[config.mk]
export PLATFORM = sky130hd
export DESIGN_NAME = lhf_front_flat
export DESIGN_NICKNAME = d
export VERILOG_FILES = /design/src/rtl/lhf_pkg.sv /design/src/rtl/lhf_in_if.sv /design/src/rtl/lhf_front.sv /design/src/flat_wrapper.sv
export SDC_FILE = /design/constraint.sdc
export NUM_CORES = 1
export LEC_CHECK = 0
export BUFFER_PORTS_ARGS = -buffer_cell sky130_fd_sc_hd__buf_2
export CAP_MARGIN = 20
export CORE_AREA = 2 2 68 70
export CTS_CLUSTER_SIZE = 12
export DETAILED_ROUTE_END_ITERATION = 12
export DIE_AREA = 0 0 70 72
export PLACE_DENSITY = 0.88
export SLEW_MARGIN = 20
export SYNTH_ARGS = -nofsm -noshare
export SYNTH_HDL_FRONTEND = slang
export SYNTH_SLANG_ARGS = --single-unit
[constraint.sdc]
create_clock -name clk -period 5.9 [get_ports clk]
set_clock_uncertainty 0.05 [all_clocks]
set_input_delay 0.59 -clock clk [delete_from_list [all_inputs] [get_ports clk]]
set_output_delay 0.59 -clock clk [all_outputs]
set_load 0.1 [all_outputs]
[src/rtl/lhf_pkg.sv]
// ----------------------------------------------------------------------------
// lhf_pkg
// Shared types and constants of the line hole filler.
// ----------------------------------------------------------------------------
package lhf_pkg;

    localparam int MAX_WIDTH   = 2048;
    localparam int COL_W       = $clog2(MAX_WIDTH);
    localparam int WID_W       = COL_W + 1;
    localparam int LW_W        = 12;
    localparam int CHAN_W      = 8;

    localparam logic [LW_W-1:0]   WIDTH_RESET = 12'd1920;
    localparam logic [CHAN_W-1:0] AVG_CEILING = 8'd254;

    // configuration port
    localparam int  APB_ADDR_W     = 3;
    localparam int  APB_DATA_W     = 32;
    localparam logic REG_LINE_WIDTH = 1'b0;

    // queue between front and back
    localparam int Q_DEPTH = 4;
    localparam int QPTR_W  = $clog2(Q_DEPTH);

    typedef struct packed {
        logic [CHAN_W-1:0] y;
        logic [CHAN_W-1:0] u;
        logic [CHAN_W-1:0] v;
    } lhf_pix_t;

    typedef struct packed {
        lhf_pix_t         pix;
        logic [COL_W-1:0] col;
        logic             last;
        logic [WID_W-1:0] width;
    } lhf_entry_t;

endpackage

[src/rtl/lhf_in_if.sv]
// ----------------------------------------------------------------------------
// lhf_in_if
// Pixel input channel: valid/ready with one YUV pixel and the hole flag.
// ----------------------------------------------------------------------------
interface lhf_in_if;
    logic       valid;
    logic       ready;
    logic [7:0] luma_in;
    logic [7:0] cb_in;
    logic [7:0] cr_in;
    logic       common_hole;

    modport source (output valid, output luma_in, output cb_in, output cr_in,
                    output common_hole, input ready);
    modport sink   (input valid, input luma_in, input cb_in, input cr_in,
                    input common_hole, output ready);
endinterface

[src/rtl/lhf_front.sv]
// ----------------------------------------------------------------------------
// lhf_front
// Accepts pixels, tracks the column, marks holes and queues the work.
// ----------------------------------------------------------------------------
module lhf_front (
    input  logic                      clk,
    input  logic                      rst_n,
    lhf_in_if.sink                    pixels,
    input  logic [lhf_pkg::LW_W-1:0]  line_width,
    input  logic                      q_full,
    output logic                      push,
    output lhf_pkg::lhf_entry_t       entry
);

    localparam int EW_W = (lhf_pkg::LW_W > lhf_pkg::WID_W) ? lhf_pkg::LW_W
                                                            : lhf_pkg::WID_W;

    logic [lhf_pkg::COL_W-1:0] col_cnt_reg;
    logic [lhf_pkg::COL_W-1:0] col_cnt_next;

    logic [EW_W-1:0]           lw_ext;
    logic [EW_W-1:0]           max_ext;
    logic [EW_W-1:0]           ew_clamped;
    logic [lhf_pkg::WID_W-1:0] eff_w;
    logic [lhf_pkg::WID_W-1:0] w_last;
    logic [lhf_pkg::COL_W-1:0] col;
    logic                      last;
    logic                      hole;

    assign lw_ext  = EW_W'(line_width);
    assign max_ext = EW_W'(lhf_pkg::MAX_WIDTH);

    // width zero behaves as one, anything past the line store saturates
    always_comb
    begin
        priority if (lw_ext == '0)
        begin
            ew_clamped = EW_W'(1);
        end
        else if (lw_ext > max_ext)
        begin
            ew_clamped = max_ext;
        end
        else
        begin
            ew_clamped = lw_ext;
        end
    end

    assign eff_w  = ew_clamped[lhf_pkg::WID_W-1:0];
    assign w_last = eff_w - lhf_pkg::WID_W'(1);
    assign col    = ({1'b0, col_cnt_reg} < eff_w) ? col_cnt_reg
                                                  : w_last[lhf_pkg::COL_W-1:0];
    assign last   = ({1'b0, col} == w_last);
    assign hole   = pixels.common_hole || (pixels.luma_in == '0) ||
                    (pixels.cb_in == '0) || (pixels.cr_in == '0);

    assign pixels.ready = !q_full;
    assign push         = pixels.valid && !q_full;

    always_comb
    begin
        entry.pix.y = hole ? '0 : pixels.luma_in;
        entry.pix.u = hole ? '0 : pixels.cb_in;
        entry.pix.v = hole ? '0 : pixels.cr_in;
        entry.col   = col;
        entry.last  = last;
        entry.width = eff_w;
    end

    always_comb
    begin
        col_cnt_next = col_cnt_reg;
        if (push)
        begin
            col_cnt_next = last ? '0 : col + lhf_pkg::COL_W'(1);
        end
    end

    always_ff @(posedge clk or negedge rst_n)
    begin
        if (!rst_n)
        begin
            col_cnt_reg <= '0;
        end
        else
        begin
            col_cnt_reg <= col_cnt_next;
        end
    end

endmodule

[src/flat_wrapper.sv]
// flat-port wrapper written by rule: the top's interface ports become plain ports
module lhf_front_flat 
  (clk, rst_n, line_width, q_full, push, entry, pixels_valid, pixels_luma_in, pixels_cb_in, pixels_cr_in, pixels_common_hole, pixels_ready);
  lhf_in_if pixels_i ();
  input  logic clk;
  input  logic rst_n;
  input  logic [lhf_pkg::LW_W-1:0] line_width;
  input  logic q_full;
  output logic push;
  output lhf_pkg::lhf_entry_t entry;
  input wire logic [$bits(pixels_i.valid)-1:0] pixels_valid;
  input wire logic [$bits(pixels_i.luma_in)-1:0] pixels_luma_in;
  input wire logic [$bits(pixels_i.cb_in)-1:0] pixels_cb_in;
  input wire logic [$bits(pixels_i.cr_in)-1:0] pixels_cr_in;
  input wire logic [$bits(pixels_i.common_hole)-1:0] pixels_common_hole;
  output wire logic [$bits(pixels_i.ready)-1:0] pixels_ready;
  assign pixels_i.valid = pixels_valid;
  assign pixels_i.luma_in = pixels_luma_in;
  assign pixels_i.cb_in = pixels_cb_in;
  assign pixels_i.cr_in = pixels_cr_in;
  assign pixels_i.common_hole = pixels_common_hole;
  assign pixels_ready = pixels_i.ready;
  lhf_front u_core (.clk(clk), .rst_n(rst_n), .pixels(pixels_i), .line_width(line_width), .q_full(q_full), .push(push), .entry(entry));
endmodule
==> impl_results.md <==
- DRT iter0 DRCs: 186
- Final Non-Filler Cells: 402
- Nets: 404
- Seq/Total Area, Yosys: 13.89%
- Die Ht: 72 um
- Critical R2R Capture: u_core.col_cnt_reg[10]
- WL per Instance: 14.85 um
- First-pass GRT wire length: 9.818 mm
- Row Count: 24
- Final Cycle Share: 91.53%
- DIE WIDTH: 70 um
- Final hold vios: 0
- Max Cap Violations: 0
- Routability congestion estimate: 1.008
- FFs w/ async S/R, synth: 100.0%
- YS warnings: 0
- Commonest non-fill, non-tap cell in the layout: buf_2
- Clk sinks: 11
- Vias in the first global route: 2192
- Mapped Nets: 325
- Fin crit period: 5400 ps
- Initial core utilization: 46.48%
- Total grt overflow: 0
- Reg-to-Reg Start: u_core.col_cnt_reg[9]
- Core area: 4264 sq um
- Max-slew headroom: 56.62%
- CTS tree: built
- Fmax: 185.2 MHz
- WP data arrival: 4760 ps
- EDFF count, synth: 0
- Number of post-CTS setup repair buffers: 0
- Vias: 2293
- Fin. max-slew vios: 0
- Post-DR vias/cell: 5.704
- Setup slack, reg-to-reg: 2080 ps
- Final setup violation count: 0
- Post-synthesis sequential element count: 11
- Syn Area/Cell: 7.286 sq um
- Distinct cell type count after synthesis: 59
- RSZ-0062 raised after global routing: no
- CTS max path bufs: 2
- Share of cells above drive strength 1: 32.00%
- PostCTS Resize Cnt: 0
- WS Path Type: in2out
- Ant diodes: 0
- I/O Pins: 91
- Lkg Pwr: 1.293 nW
- Ys flop type: dfrtp_1
- Post-Route WL: 5.971 mm
- Most frequent cells in the layout: buf_2 (90), nand2_1 (33), and2_1 (26), nor2_1 (23), inv_1 (19)
- # placed instances: 398
- Worst R2R Path Depth: 13
- Status: finished clean
- CP startpoint kind: input port
- Mapped Area: 1982 sq um
- Area grow syn2layout: 23.61%
- Mapped Cells: 272
- Max FFs per register: 11
- Sum Neg Setup Slack: 0 ps
- CTS Buf Count: 3
- CP required: 5260 ps
- Root buffer cell: clkbuf_8
- H-Tree Depth: 1
- Hold-fix buffers, CTS: 0
- Critical Path End Type: output pin
- PwrDens: 350.5 nW/um^2
- Largest net degree at the start of global routing: 25
- Peak supply drop: 0.3179 mV
- Worst Tran Pin Value: 649.1 ps
- DRC viols: 0
- Clock transition at path regs: 50 ps
- Port bufs: 90
- Die ar.: 5040 sq um
- Final ANT Viol Nets: 0
- HP Class: in2async
- Max FO, Critical Path: 7
- Clock Latency Late Sink: 240 ps
- Pre-antenna DRT Iters: 4
- GRT Overall Usage: 23.51%
- Initial antenna violation count: 0
- Post-detail-place hpwl: 4.890 mm
-- layout make-up --
| class | instances | area, sq um |
|---|---|---|
| sequential | 11 | 275.3 |
| multi-input combinational | 224 | 1528 |
| timing repair buffer | 92 | 465.4 |
| inverter | 19 | 71.32 |
| tap | 52 | 65.06 |
| fill | 413 | 1814 |
| clock buffer | 4 | 45.04 |
-- critical path, cell delays in order --
cell       delay (ps)
buf_2             130
or4_1             680
nor4_1            540
o21a_1            280
inv_1              70
ha_1              270
or4b_2            290
a21oi_1            90
or3_1             310
a2111oi_0         490
nor3_2            130
o41ai_4           410
buf_2             490
-- metrics by stage --
stage               hold WS [ps]  total power [W]  cell area [sq um]  utilization [%]  setup slack (ps)
finish                     163.2        0.0008588               2450            57.45             499.8
global route               177.1        0.0009005               2450            57.45             244.2
CTS                        164.0        0.0008580               2450            57.45             525.8
detailed placement         422.3        0.0007784               2405            56.40             535.3
global placement           417.4        0.0007657               2405            56.40             671.8
floorplan                  244.4        0.0006653               1982                -             42.85
-- cells by family (layout without fill, tap and decap cells) --
family	Yosys count	after routing	synth area share, %
adders and majority gates	12	12	7.576
muxes	7	7	3.599
AOI/OAI and AO/OA	56	56	21.65
buffers and inverters	37	115	9.028
DFF	11	11	13.89
and+or+nand+nor	132	132	36.74
xor gates and xnor gates	17	17	7.513
-- cell usage after synthesis (all sizes together), types with 7 or more instances --
library cell | n | share of area [%]
nor4 | 12 | 4.1
xnor2 | 9 | 4.0
nor2 | 23 | 4.4
a21oi | 10 | 2.7
nand2 | 33 | 6.3
o21ai | 7 | 1.8
ha | 12 | 7.6
clkbuf | 13 | 3.7
inv | 19 | 3.6
and2 | 26 | 8.2
xor2 | 8 | 3.5
dfrtp | 11 | 14
-- power breakdown --
| part | total (W) | switching, W | internal, W | leakage, nW |
|---|---|---|---|---|
| Combinational | 0.000642 | 0.000485 | 0.000157 | 1.13 |
| Sequential | 0.000140 | 0.0000428 | 0.0000970 | 0.141 |
| Clock | 0.0000769 | 0.0000294 | 0.0000475 | 0.0228 |
| Total | 0.000859 | 0.000558 | 0.000301 | 1.29 |
-- how the worst max path moves through the flow --
| stage | from | depth (start not counted) | slack (ps) | end |
|---|---|---|---|---|
| final | line_width[5] | 13 | 500 | entry[12] |
| after detailed placement | line_width[5] | 13 | 540 | entry[12] |
| after global placement | line_width[5] | 13 | 670 | entry[12] |
| after global routing | line_width[5] | 13 | 240 | entry[12] |
| after floorplan | line_width[2] | 13 | 40 | entry[19] |
| after CTS | line_width[5] | 13 | 530 | entry[12] |
-- metal layers --
metal,vias to the layer above,part of all wire [%],GRT usage [%],wire [um]
met5,-,0,0,0
met1,1036,41,28.71,2457
met3,11,8.3,3.472,494
met4,0,1.9,7.906,112
met2,115,49,42.54,2906
li1,1131,-,-,-
Note: power is estimated with default switching activity, not from simulation.
