`src/rtl/lhf_pkg.sv`:
```
// ----------------------------------------------------------------------------
// lhf_pkg
// Shared types and constants of the line hole filler.
// ----------------------------------------------------------------------------
package lhf_pkg;

    localparam int MAX_WIDTH   = 2048;
    localparam int COL_W       = $clog2(MAX_WIDTH);
    localparam int WID_W       = COL_W + 1;
    localparam int LW_W        = 12;
    localparam int CHAN_W      = 8;

    localparam logic [LW_W-1:0]   WIDTH_RESET = 12'd1920;
    localparam logic [CHAN_W-1:0] AVG_CEILING = 8'd254;

    // configuration port
    localparam int  APB_ADDR_W     = 3;
    localparam int  APB_DATA_W     = 32;
    localparam logic REG_LINE_WIDTH = 1'b0;

    // queue between front and back
    localparam int Q_DEPTH = 4;
    localparam int QPTR_W  = $clog2(Q_DEPTH);

    typedef struct packed {
        logic [CHAN_W-1:0] y;
        logic [CHAN_W-1:0] u;
        logic [CHAN_W-1:0] v;
    } lhf_pix_t;

    typedef struct packed {
        lhf_pix_t         pix;
        logic [COL_W-1:0] col;
        logic             last;
        logic [WID_W-1:0] width;
    } lhf_entry_t;

endpackage

```
`src/rtl/lhf_queue.sv`:
```
// ----------------------------------------------------------------------------
// lhf_queue
// Short FIFO of classified pixels between the front and the back.
// ----------------------------------------------------------------------------
module lhf_queue (
    input  logic                clk,
    input  logic                rst_n,
    input  logic                push,
    input  lhf_pkg::lhf_entry_t push_entry,
    output logic                full,
    input  logic                pop,
    output logic                empty,
    output lhf_pkg::lhf_entry_t head
);

    lhf_pkg::lhf_entry_t         slot_reg [lhf_pkg::Q_DEPTH];
    logic [lhf_pkg::QPTR_W-1:0]  wr_ptr_reg;
    logic [lhf_pkg::QPTR_W-1:0]  wr_ptr_next;
    logic [lhf_pkg::QPTR_W-1:0]  rd_ptr_reg;
    logic [lhf_pkg::QPTR_W-1:0]  rd_ptr_next;
    logic [lhf_pkg::QPTR_W:0]    count_reg;
    logic [lhf_pkg::QPTR_W:0]    count_next;
    logic                        do_push;
    logic                        do_pop;

    assign full    = (count_reg == (lhf_pkg::QPTR_W+1)'(lhf_pkg::Q_DEPTH));
    assign empty   = (count_reg == '0);
    assign do_push = push && !full;
    assign do_pop  = pop && !empty;
    assign head    = slot_reg[rd_ptr_reg];

    always_comb
    begin
        wr_ptr_next = wr_ptr_reg;
        rd_ptr_next = rd_ptr_reg;
        count_next  = count_reg;
        if (do_push)
        begin
            wr_ptr_next = wr_ptr_reg + lhf_pkg::QPTR_W'(1);
        end
        if (do_pop)
        begin
            rd_ptr_next = rd_ptr_reg + lhf_pkg::QPTR_W'(1);
        end
        unique case ({do_push, do_pop})
            2'b10:   count_next = count_reg + (lhf_pkg::QPTR_W+1)'(1);
            2'b01:   count_next = count_reg - (lhf_pkg::QPTR_W+1)'(1);
            default: count_next = count_reg;
        endcase
    end

    always_ff @(posedge clk or negedge rst_n)
    begin
        if (!rst_n)
        begin
            wr_ptr_reg <= '0;
            rd_ptr_reg <= '0;
            count_reg  <= '0;
        end
        else
        begin
            wr_ptr_reg <= wr_ptr_next;
            rd_ptr_reg <= rd_ptr_next;
            count_reg  <= count_next;
        end
    end

    always_ff @(posedge clk)
    begin
        if (do_push)
        begin
            slot_reg[wr_ptr_reg] <= push_entry;
        end
    end

endmodule

```
`config.mk`:
```
export PLATFORM = sky130hd
export DESIGN_NAME = lhf_queue
export DESIGN_NICKNAME = d
export VERILOG_FILES = /design/src/rtl/lhf_pkg.sv /design/src/rtl/lhf_queue.sv
export SDC_FILE = /design/constraint.sdc
export NUM_CORES = 1
export LEC_CHECK = 0
export ABC_AREA = 1
export BUFFER_PORTS_ARGS = -buffer_cell sky130_fd_sc_hd__buf_2
export CORE_UTILIZATION = 44
export CTS_CLUSTER_SIZE = 24
export DETAILED_ROUTE_END_ITERATION = 7
export SYNTH_ARGS = -nofsm -noshare
export SYNTH_HDL_FRONTEND = slang
export SYNTH_SLANG_ARGS = --single-unit
```
`constraint.sdc`:
```
create_clock -name clk -period 3.5 [get_ports clk]
set_input_delay 0.7 -clock clk [delete_from_list [all_inputs] [get_ports clk]]
set_output_delay 0.7 -clock clk [all_outputs]
set_load 0.005 [all_outputs]
```
==> results.py, run 1 <==
metrics = {
    "clocking": {
        "ctsResizeCount": 0,
        "cts_tree": "built",
        "cts.clk_slew.worst_paths_ps": 70,
        "clkLatencyLatePin_ps": 430,
        "clock_path_buffers": 2,
        "clock_sinks": 199,
        "hold_buffers": 0,
        "clk_root_buffer_cell": "clkbuf_16",
        "numCtsBuffers": 17,
        "cts_setup_buffers": 0,
        "h-tree-depth": 4,
    },
    "timing": {
        "max_slew_margin_pct": 39.46,
        "setup_viol": 0,
        "slew_viol_final": 0,
        "hold_viol": 0,
        "grt_setup_unrepaired": "false",
        "worstMarginPinSlew_ps": 908.1,
        "max_freq_mhz": 354.8,
        "fin_setup_tns_ps": 0,
        "period_minus_slack_ps": 2819,
        "period_share_pct": 80.54,
        "clock-skew-final_ps": 7.494,
    },
    "place": {
        "placement.io_buffers": 101,
        "hpwlAfterDp_um": 9999,
        "place_congestion": 0.6976,
    },
    "worst_setup_path": {
        "r2r_slack_ps": 1290,
        "cp-end-kind": "primary output",
        "r2r_end": "count_reg[2]$_DFFE_PN0P_",
        "worstPathArrival_ps": 2120,
        "crit_type": "register to primary output",
        "cp_max_fo": 75,
        "required_ps": 2800,
        "r2r-start": "count_reg[0]$_DFFE_PN0P_",
        "rr_worst_depth": 10,
        "startpoint_type": "register",
    },
    "outcome": {
        "status": "completed",
    },
    "grt": {
        "antenna_found_initial": 2,
        "grt_first_pass_wirelength_um": 25360,
        "grt.overflow.total": 0,
        "grtUsageTotal_pct": 16.86,
        "grt_pass1_vias": 4819,
        "grt_max_degree": 76,
    },
    "power_and_ir_drop": {
        "max-vdd-ir-drop_uv": 469.6,
        "power.total_mw": 8.262,
        "power_density_nw_per_um2": 819.3,
        "p_leak_nw": 4.140,
    },
    "synthesis": {
        "syn_avg_cell_area_um2": 14.06,
        "synth.distinct_cells": 19,
        "synth_warnings": 0,
        "synth-seq-cells": 199,
        "synth_top_area_share_pct": 65.91,
        "yosys.area.top_type": "edfxtp_1",
        "synthCells": 622,
        "synth_area_leaders": "edfxtp_1 (66%), o211ai_2 (14%), nand2_1 (4.8%), inv_1 (4.7%), nand2_2 (3.6%)",
        "ys_seq_area_share_pct": 67.92,
        "syn_nets": 680,
        "syn_area_um2": 8747,
    },
    "floorplan": {
        "ios": 102,
        "start_util_pct": 44.94,
        "die_h_um": 143.0,
        "rows": 51,
        "die_x_um": 143.0,
        "core_um2": 19460,
        "die_area_um2": 20450,
    },
    "routing": {
        "post_drt_wl_per_cell_um": 16.17,
        "viasPerCell": 4.773,
        "routed_wl_um": 16250,
        "dr.pass1.iters": 5,
        "vias": 4797,
        "drt-initial-drc-count": 263,
        "drc_errors": 0,
        "postRouteAntennaNets": 0,
    },
    "finish": {
        "syn_to_final_growth_pct": 15.29,
        "nNetsFinal": 784,
        "layout-drive-gt1-share_pct": 41.14,
        "largest_reg_flops": 192,
    },
    "min_path": {
        "hold_class": "input pin to async pin",
    },
    "flow_run": {
        "max-cap-violations": 0,
    },
}
## metal layers
metal	vias up	track usage (%)	routed length, µm
li1	2350	-	-
met3	15	4.292	694
met1	2344	20.88	7006
met4	2	5.263	159
met2	86	28.83	8386
met5	-	0	8
## cells in the final DEF (no fill, tap or decap), types with 2 or more instances in the layout
cell type / synthesis / layout
buf_4: 1 / 13
o211ai_2: 96 / 96
nand2_1: 112 / 112
clkbuf_16: 0 / 17
nand2_2: 50 / 50
inv_8: 0 / 3
nand3_1: 7 / 7
nor2_4: 0 / 4
inv_6: 0 / 4
dfrtp_1: 7 / 6
buf_2: 9 / 101
ha_1: 5 / 5
inv_1: 109 / 109
clkinvlp_4: 0 / 4
bufinv_16: 0 / 2
buf_12: 0 / 3
clkinv_2: 0 / 2
edfxtp_1: 192 / 192
inv_2: 3 / 2
## final cells by class
class,count,area [µm²]
clock buffers,17,425.4
well taps,265,331.6
repair buffers,117,663.1
multi-input cells,278,2117
clock inverters,15,166.4
diodes,1,2.502
flip-flops and latches,199,5944
fillers,1656,9378
inverters,113,434.2
## synthesized netlist by cell type (all sizes together)
master  instances
dfrtp           7
nor2            4
nand4           1
o211ai         96
clkbuf          1
nand2         162
buf            31
inv           113
ha              5
o21ai           1
nand3           7
edfxtp        192
fa              1
xnor2           1
## worst max-delay path by stage
| stage | start | end | cells past startpoint | slack, ps |
|---|---|---|---|---|
| floorplan | push | slot_reg[0][0]$_DFFE_PP_ | 2 | 180 |
| global placement | rd_ptr_reg[0]$_DFFE_PN0P_ | head[8] | 6 | 1190 |
| detailed placement | push | count_reg[2]$_DFFE_PN0P_ | 9 | 1130 |
| CTS | rd_ptr_reg[0]$_DFFE_PN0P_ | head[35] | 6 | 660 |
| global route | rd_ptr_reg[0]$_DFFE_PN0P_ | head[35] | 6 | 550 |
| finish | rd_ptr_reg[0]$_DFFE_PN0P_ | head[35] | 6 | 680 |
## metrics by stage
step	hold WS [ps]	instance area [µm²]	util [%]	instances	worst slack [ps]
after global placement	480.6	9490	48.76	972	1190
after CTS	92.10	10080	51.80	1004	662.0
after floorplan	404.4	8747	-	622	180.3
after detailed placement	496.4	9490	48.76	972	1129
after global routing	95.37	10080	51.80	1004	547.9
final	109.2	10080	51.82	1005	681.2
## power breakdown
group	internal, mW	leakage (nW)	switching [mW]
Clock	1.07	0.281	0.879
Sequential	3.14	1.84	0.154
Combinational	1.10	2.02	1.91
Total	5.31	4.14	2.95
## worst max-delay path, cell delays in order (launching register included)
cell,delay [ps]
dfrtp_1,460
inv_8,440
buf_4,370
nand2_1,110
o211ai_2,80
nand2_1,60
buf_2,120
## kinds of logic after synthesis
logic type / after synthesis / share of synthesized area [%]
AND/OR/NAND/NOR: 174 / 9.026
adder cells (fa/ha/maj): 6 / 0.9441
XOR/XNOR: 1 / 0.1001
AO/OA/AOI/OAI: 97 / 13.79
flip-flops: 199 / 67.92
buffers and inverters: 145 / 8.225
(Power assumes the default switching activity.)
==> run 2: changes to the inputs <==
Clock period 3.5 ns to 2.9 ns, I/O delays scaled along.
==> results.py, run 2 (same netlist as run 1, synthesis figures left out) <==
metrics = {
    "finish": {
        "layout-drive-gt1-share_pct": 40.05,
        "nNetsFinal": 785,
        "design_area_um2": 10140,
        "layout_commonest_cell": "edfxtp_1",
        "instances_no_fill": 1006,
        "layout_common_cells": "edfxtp_1 (192), nand2_1 (112), inv_1 (109), buf_2 (101), o211ai_2 (96)",
        "syn_to_final_growth_pct": 15.91,
        "largest_reg_flops": 192,
    },
    "grt": {
        "grtUsageTotal_pct": 16.64,
        "grt_max_degree": 51,
        "grt_first_pass_wirelength_um": 24980,
        "grt.overflow.total": 0,
        "antenna_found_initial": 2,
        "grt_pass1_vias": 4744,
    },
    "clocking": {
        "clk_root_buffer_cell": "clkbuf_16",
        "h-tree-depth": 4,
        "clock_path_buffers": 2,
        "cts_setup_buffers": 0,
        "cts.clk_slew.worst_paths_ps": 70,
        "cts_tree": "built",
        "ctsResizeCount": 0,
        "numCtsBuffers": 17,
        "clkLatencyLatePin_ps": 420,
        "clock_sinks": 199,
        "hold_buffers": 1,
    },
    "routing": {
        "vias": 4822,
        "routed_wl_um": 15920,
        "postRouteAntennaNets": 0,
        "drt-initial-drc-count": 255,
        "dr.pass1.iters": 4,
        "viasPerCell": 4.793,
        "post_drt_wl_per_cell_um": 15.82,
        "drc_errors": 0,
    },
    "worst_setup_path": {
        "cp_max_fo": 50,
        "crit_type": "register to primary output",
        "worstPathArrival_ps": 2000,
        "cp-end-kind": "primary output",
        "startpoint_type": "register",
        "required_ps": 2320,
    },
    "place": {
        "placement.io_buffers": 101,
        "place_congestion": 0.6860,
        "place_inst": 972,
        "placed_area_um2": 9553,
        "hpwlAfterDp_um": 9868,
    },
    "power_and_ir_drop": {
        "p_leak_nw": 4.151,
        "power.total_mw": 9.972,
        "power_density_nw_per_um2": 983.6,
        "max-vdd-ir-drop_uv": 527.2,
    },
    "timing": {
        "max_freq_mhz": 387.5,
        "setup_viol": 0,
        "period_minus_slack_ps": 2581,
        "hold_viol": 0,
        "slew_viol_final": 0,
        "worstMarginPinSlew_ps": 887.9,
        "max_slew_margin_pct": 40.80,
        "period_share_pct": 88.99,
        "grt_setup_unrepaired": "false",
        "clock-skew-final_ps": 8.727,
    },
    "floorplan": {
        "die_area_um2": 20450,
        "ios": 102,
        "start_util_pct": 44.94,
        "die_x_um": 143.0,
        "die_h_um": 143.0,
        "rows": 51,
        "core_um2": 19460,
    },
    "flow_run": {
        "max-cap-violations": 0,
    },
    "min_path": {
        "hold_class": "input pin to register",
    },
    "outcome": {
        "status": "completed",
    },
}
[run 2: final cells by class]
type / count / area, µm²
Clock inverter: 10 / 130.1
Tap cell: 265 / 331.6
Inverter: 113 / 434.2
Antenna cell: 2 / 5.005
Clock buffer: 21 / 440.4
Multi-Input combinational cell: 278 / 2117
Fill cell: 1663 / 9324
Sequential cell: 199 / 5944
Timing Repair Buffer: 118 / 735.7
[run 2: critical path, stage by stage (launching register included)]
cell and delay [ps]:
dfrtp_4 420, buf_4 710, o211ai_2 180, nand2_1 150, buf_2 120
[run 2: where the power goes]
group / switching, mW / internal (mW) / total, mW
logic: 2.32 / 1.39 / 3.70
registers: 0.182 / 3.79 / 3.97
clock network: 0.953 / 1.34 / 2.30
total: 3.45 / 6.52 / 9.97
[run 2: final timing paths]
path | end | slack [ps] | depth (start not counted) | from
worst max-delay path | head[12] | 320 | 4 | rd_ptr_reg[1]$_DFFE_PN0P_
worst min-delay path | slot_reg[3][36]$_DFFE_PP_ | 370 | 1 | push_entry[36]
worst max register to register | count_reg[2]$_DFFE_PN0P_ | 710 | 10 | count_reg[0]$_DFFE_PN0P_
worst min register to register | count_reg[0]$_DFFE_PN0P_ | 500 | 1 | count_reg[0]$_DFFE_PN0P_
max in group asynchronous | rd_ptr_reg[1]$_DFFE_PN0P_ | 2170 | 2 | rst_n
min in group asynchronous | count_reg[2]$_DFFE_PN0P_ | 550 | 2 | rst_n
[run 2: stage by stage]
step | setup WS, ps | util, % | hold slack, ps | setup TNS [ps]
finish | 319.3 | 52.09 | 369.7 | 0
global route | 189.8 | 52.07 | 353.6 | 0
CTS | 262.7 | 52.07 | 350.3 | 0
detailed placement | 719.9 | 49.08 | 428.3 | 0
global placement | 725.2 | 49.08 | 420.2 | 0
floorplan | -299.7 | - | 284.4 | -57530
[run 2: metal layers]
metal	vias up	global-route usage [%]	wire [µm]
met1	2368	20.86	7078
met2	76	27.86	7964
met5	-	0	12
li1	2353	-	-
met4	2	5.999	249
met3	23	4.192	610
==> run 3: changes to the inputs <==
Settings changed: REMOVE_ABC_BUFFERS set to 1.
==> results.py, run 3 (same netlist as run 1, synthesis figures left out) <==
metrics = {
    "floorplan": {
        "ios": 102,
        "die_area_um2": 20450,
        "die_h_um": 143.0,
        "rows": 51,
        "core_um2": 19460,
        "die_x_um": 143.0,
        "start_util_pct": 44.94,
    },
    "clocking": {
        "cts.clk_slew.worst_paths_ps": 70,
        "ctsResizeCount": 0,
        "cts_tree": "built",
        "clock_path_buffers": 2,
        "clock_sinks": 199,
        "clk_root_buffer_cell": "clkbuf_16",
        "h-tree-depth": 4,
        "cts_setup_buffers": 0,
        "numCtsBuffers": 17,
        "hold_buffers": 1,
        "clkLatencyLatePin_ps": 430,
    },
    "worst_setup_path": {
        "setup.worst_path.end": "head[24]",
        "rr_worst_depth": 10,
        "r2r_slack_ps": 740,
        "required_ps": 2320,
        "slowest_stage": "buf_4",
        "critPathLaunch": "rd_ptr_reg[1]$_DFFE_PN0P_",
        "worstPathArrival_ps": 2040,
        "r2r-start": "count_reg[0]$_DFFE_PN0P_",
        "cp_max_fo": 50,
        "r2r_end": "count_reg[2]$_DFFE_PN0P_",
        "cp-end-kind": "primary output",
        "crit_chain": "buf_4 > o211ai_2 > nand2_1 > buf_2",
        "crit_type": "register to primary output",
        "startpoint_type": "register",
        "max_stage_delay_ps": 730,
    },
    "routing": {
        "post_drt_wl_per_cell_um": 16.51,
        "vias": 4842,
        "postRouteAntennaNets": 0,
        "dr.pass1.iters": 4,
        "drt-initial-drc-count": 259,
        "viasPerCell": 4.813,
        "routed_wl_um": 16610,
        "drc_errors": 0,
    },
    "finish": {
        "layout_common_cells": "edfxtp_1 (192), nand2_1 (112), inv_1 (109), buf_2 (101), o211ai_2 (96)",
        "final_util_pct": 52.23,
        "multi_input_area_um2": 2117,
        "largest_reg_flops": 192,
        "layout-drive-gt1-share_pct": 40.68,
        "regArea_um2": 5944,
        "syn_to_final_growth_pct": 16.22,
        "fillCellCount": 1658,
        "layout_commonest_cell": "edfxtp_1",
        "nNetsFinal": 785,
    },
    "timing": {
        "slew_viol_final": 0,
        "grt_setup_unrepaired": "false",
        "setup_ws_ps": 277.6,
        "worstMarginPinSlew_ps": 934.6,
        "max_slew_margin_pct": 37.70,
        "setup_viol": 0,
        "period_share_pct": 90.43,
        "hold_viol": 0,
        "period_minus_slack_ps": 2622,
        "clock-skew-final_ps": 10.55,
        "max_freq_mhz": 381.3,
    },
    "place": {
        "hpwlAfterDp_um": 10260,
        "placement.io_buffers": 101,
        "dp_slack_ps": 689.6,
        "place_congestion": 0.7698,
    },
    "power_and_ir_drop": {
        "p_leak_nw": 4.177,
        "max-vdd-ir-drop_uv": 586.3,
        "power_density_nw_per_um2": 1002,
    },
    "grt": {
        "grt_max_degree": 62,
        "antenna_found_initial": 1,
        "grtUsageTotal_pct": 17.51,
        "grt_pass1_vias": 4970,
        "grt_first_pass_wirelength_um": 26220,
        "grt.overflow.total": 0,
    },
    "outcome": {
        "status": "completed",
    },
    "min_path": {
        "holdPathStages": 1,
        "hold_class": "input pin to register",
    },
    "flow_run": {
        "max-cap-violations": 0,
    },
}
run 3: cell count changes in the layout (fill, tap and decap cells not counted), sizes merged:
cell and change:
diode -1, bufinv +1, clkinvlp -1, clkinv +1, inv +3, clkbuf -3
run 3: how the worst min path moves through the flow:
stage	startpoint	to	slack, ps
finish	push_entry[29]	slot_reg[2][29]$_DFFE_PP_	360
global route	push_entry[10]	slot_reg[2][10]$_DFFE_PP_	340
CTS	push_entry[9]	slot_reg[2][9]$_DFFE_PP_	340
detailed placement	rst_n	rd_ptr_reg[0]$_DFFE_PN0P_	430
global placement	rst_n	rd_ptr_reg[0]$_DFFE_PN0P_	430
floorplan	rst_n	count_reg[0]$_DFFE_PN0P_	280
run 3: power by group:
part / switching, mW / internal, mW
clock: 1.03 / 1.45
combinational: 2.35 / 1.37
sequential: 0.186 / 3.79
total: 3.57 / 6.62
run 3: layout make-up:
| cell class | instances | share of cell area [%] |
|---|---|---|
| diodes | 1 | 0.02462 |
| well taps | 265 | 3.262 |
| inverters | 113 | 4.271 |
| clock buffers | 18 | 4.222 |
| repair buffers | 118 | 6.991 |
| clock inverters | 14 | 1.932 |
| flip-flops and latches | 199 | 58.47 |
| multi-input cells | 278 | 20.82 |
run 3: worst max-delay path: cells and delay by family, from the launching register on:
| kind | cells | cell delay [ps] |
|---|---|---|
| AO/OA/AOI/OAI | 1 | 190 |
| flip-flops | 1 | 420 |
| buffers and inverters | 2 | 850 |
| AND/OR/NAND/NOR | 1 | 130 |
run 3: metal layers:
metal / vias up / wire [µm] / global-route usage [%]
met5: - / 0 / 0
li1: 2352 / - / -
met1: 2390 / 7572 / 22.37
met3: 11 / 682 / 4.427
met2: 89 / 8183 / 29.40
met4: 0 / 167 / 5.037
run 3: stage by stage:
step                setup TNS (ps)  hold slack [ps]  power [mW]  area [µm²]  cells
finish                           0            361.8       10.19       10170   1006
CTS                              0            343.3       10.36       10160   1005
detailed placement               0            433.1       7.856        9528    972
floorplan                  -105040            284.4       6.483        8454    590
global placement                 0            430.3       7.760        9528    972
global route                     0            342.8       10.85       10160   1005
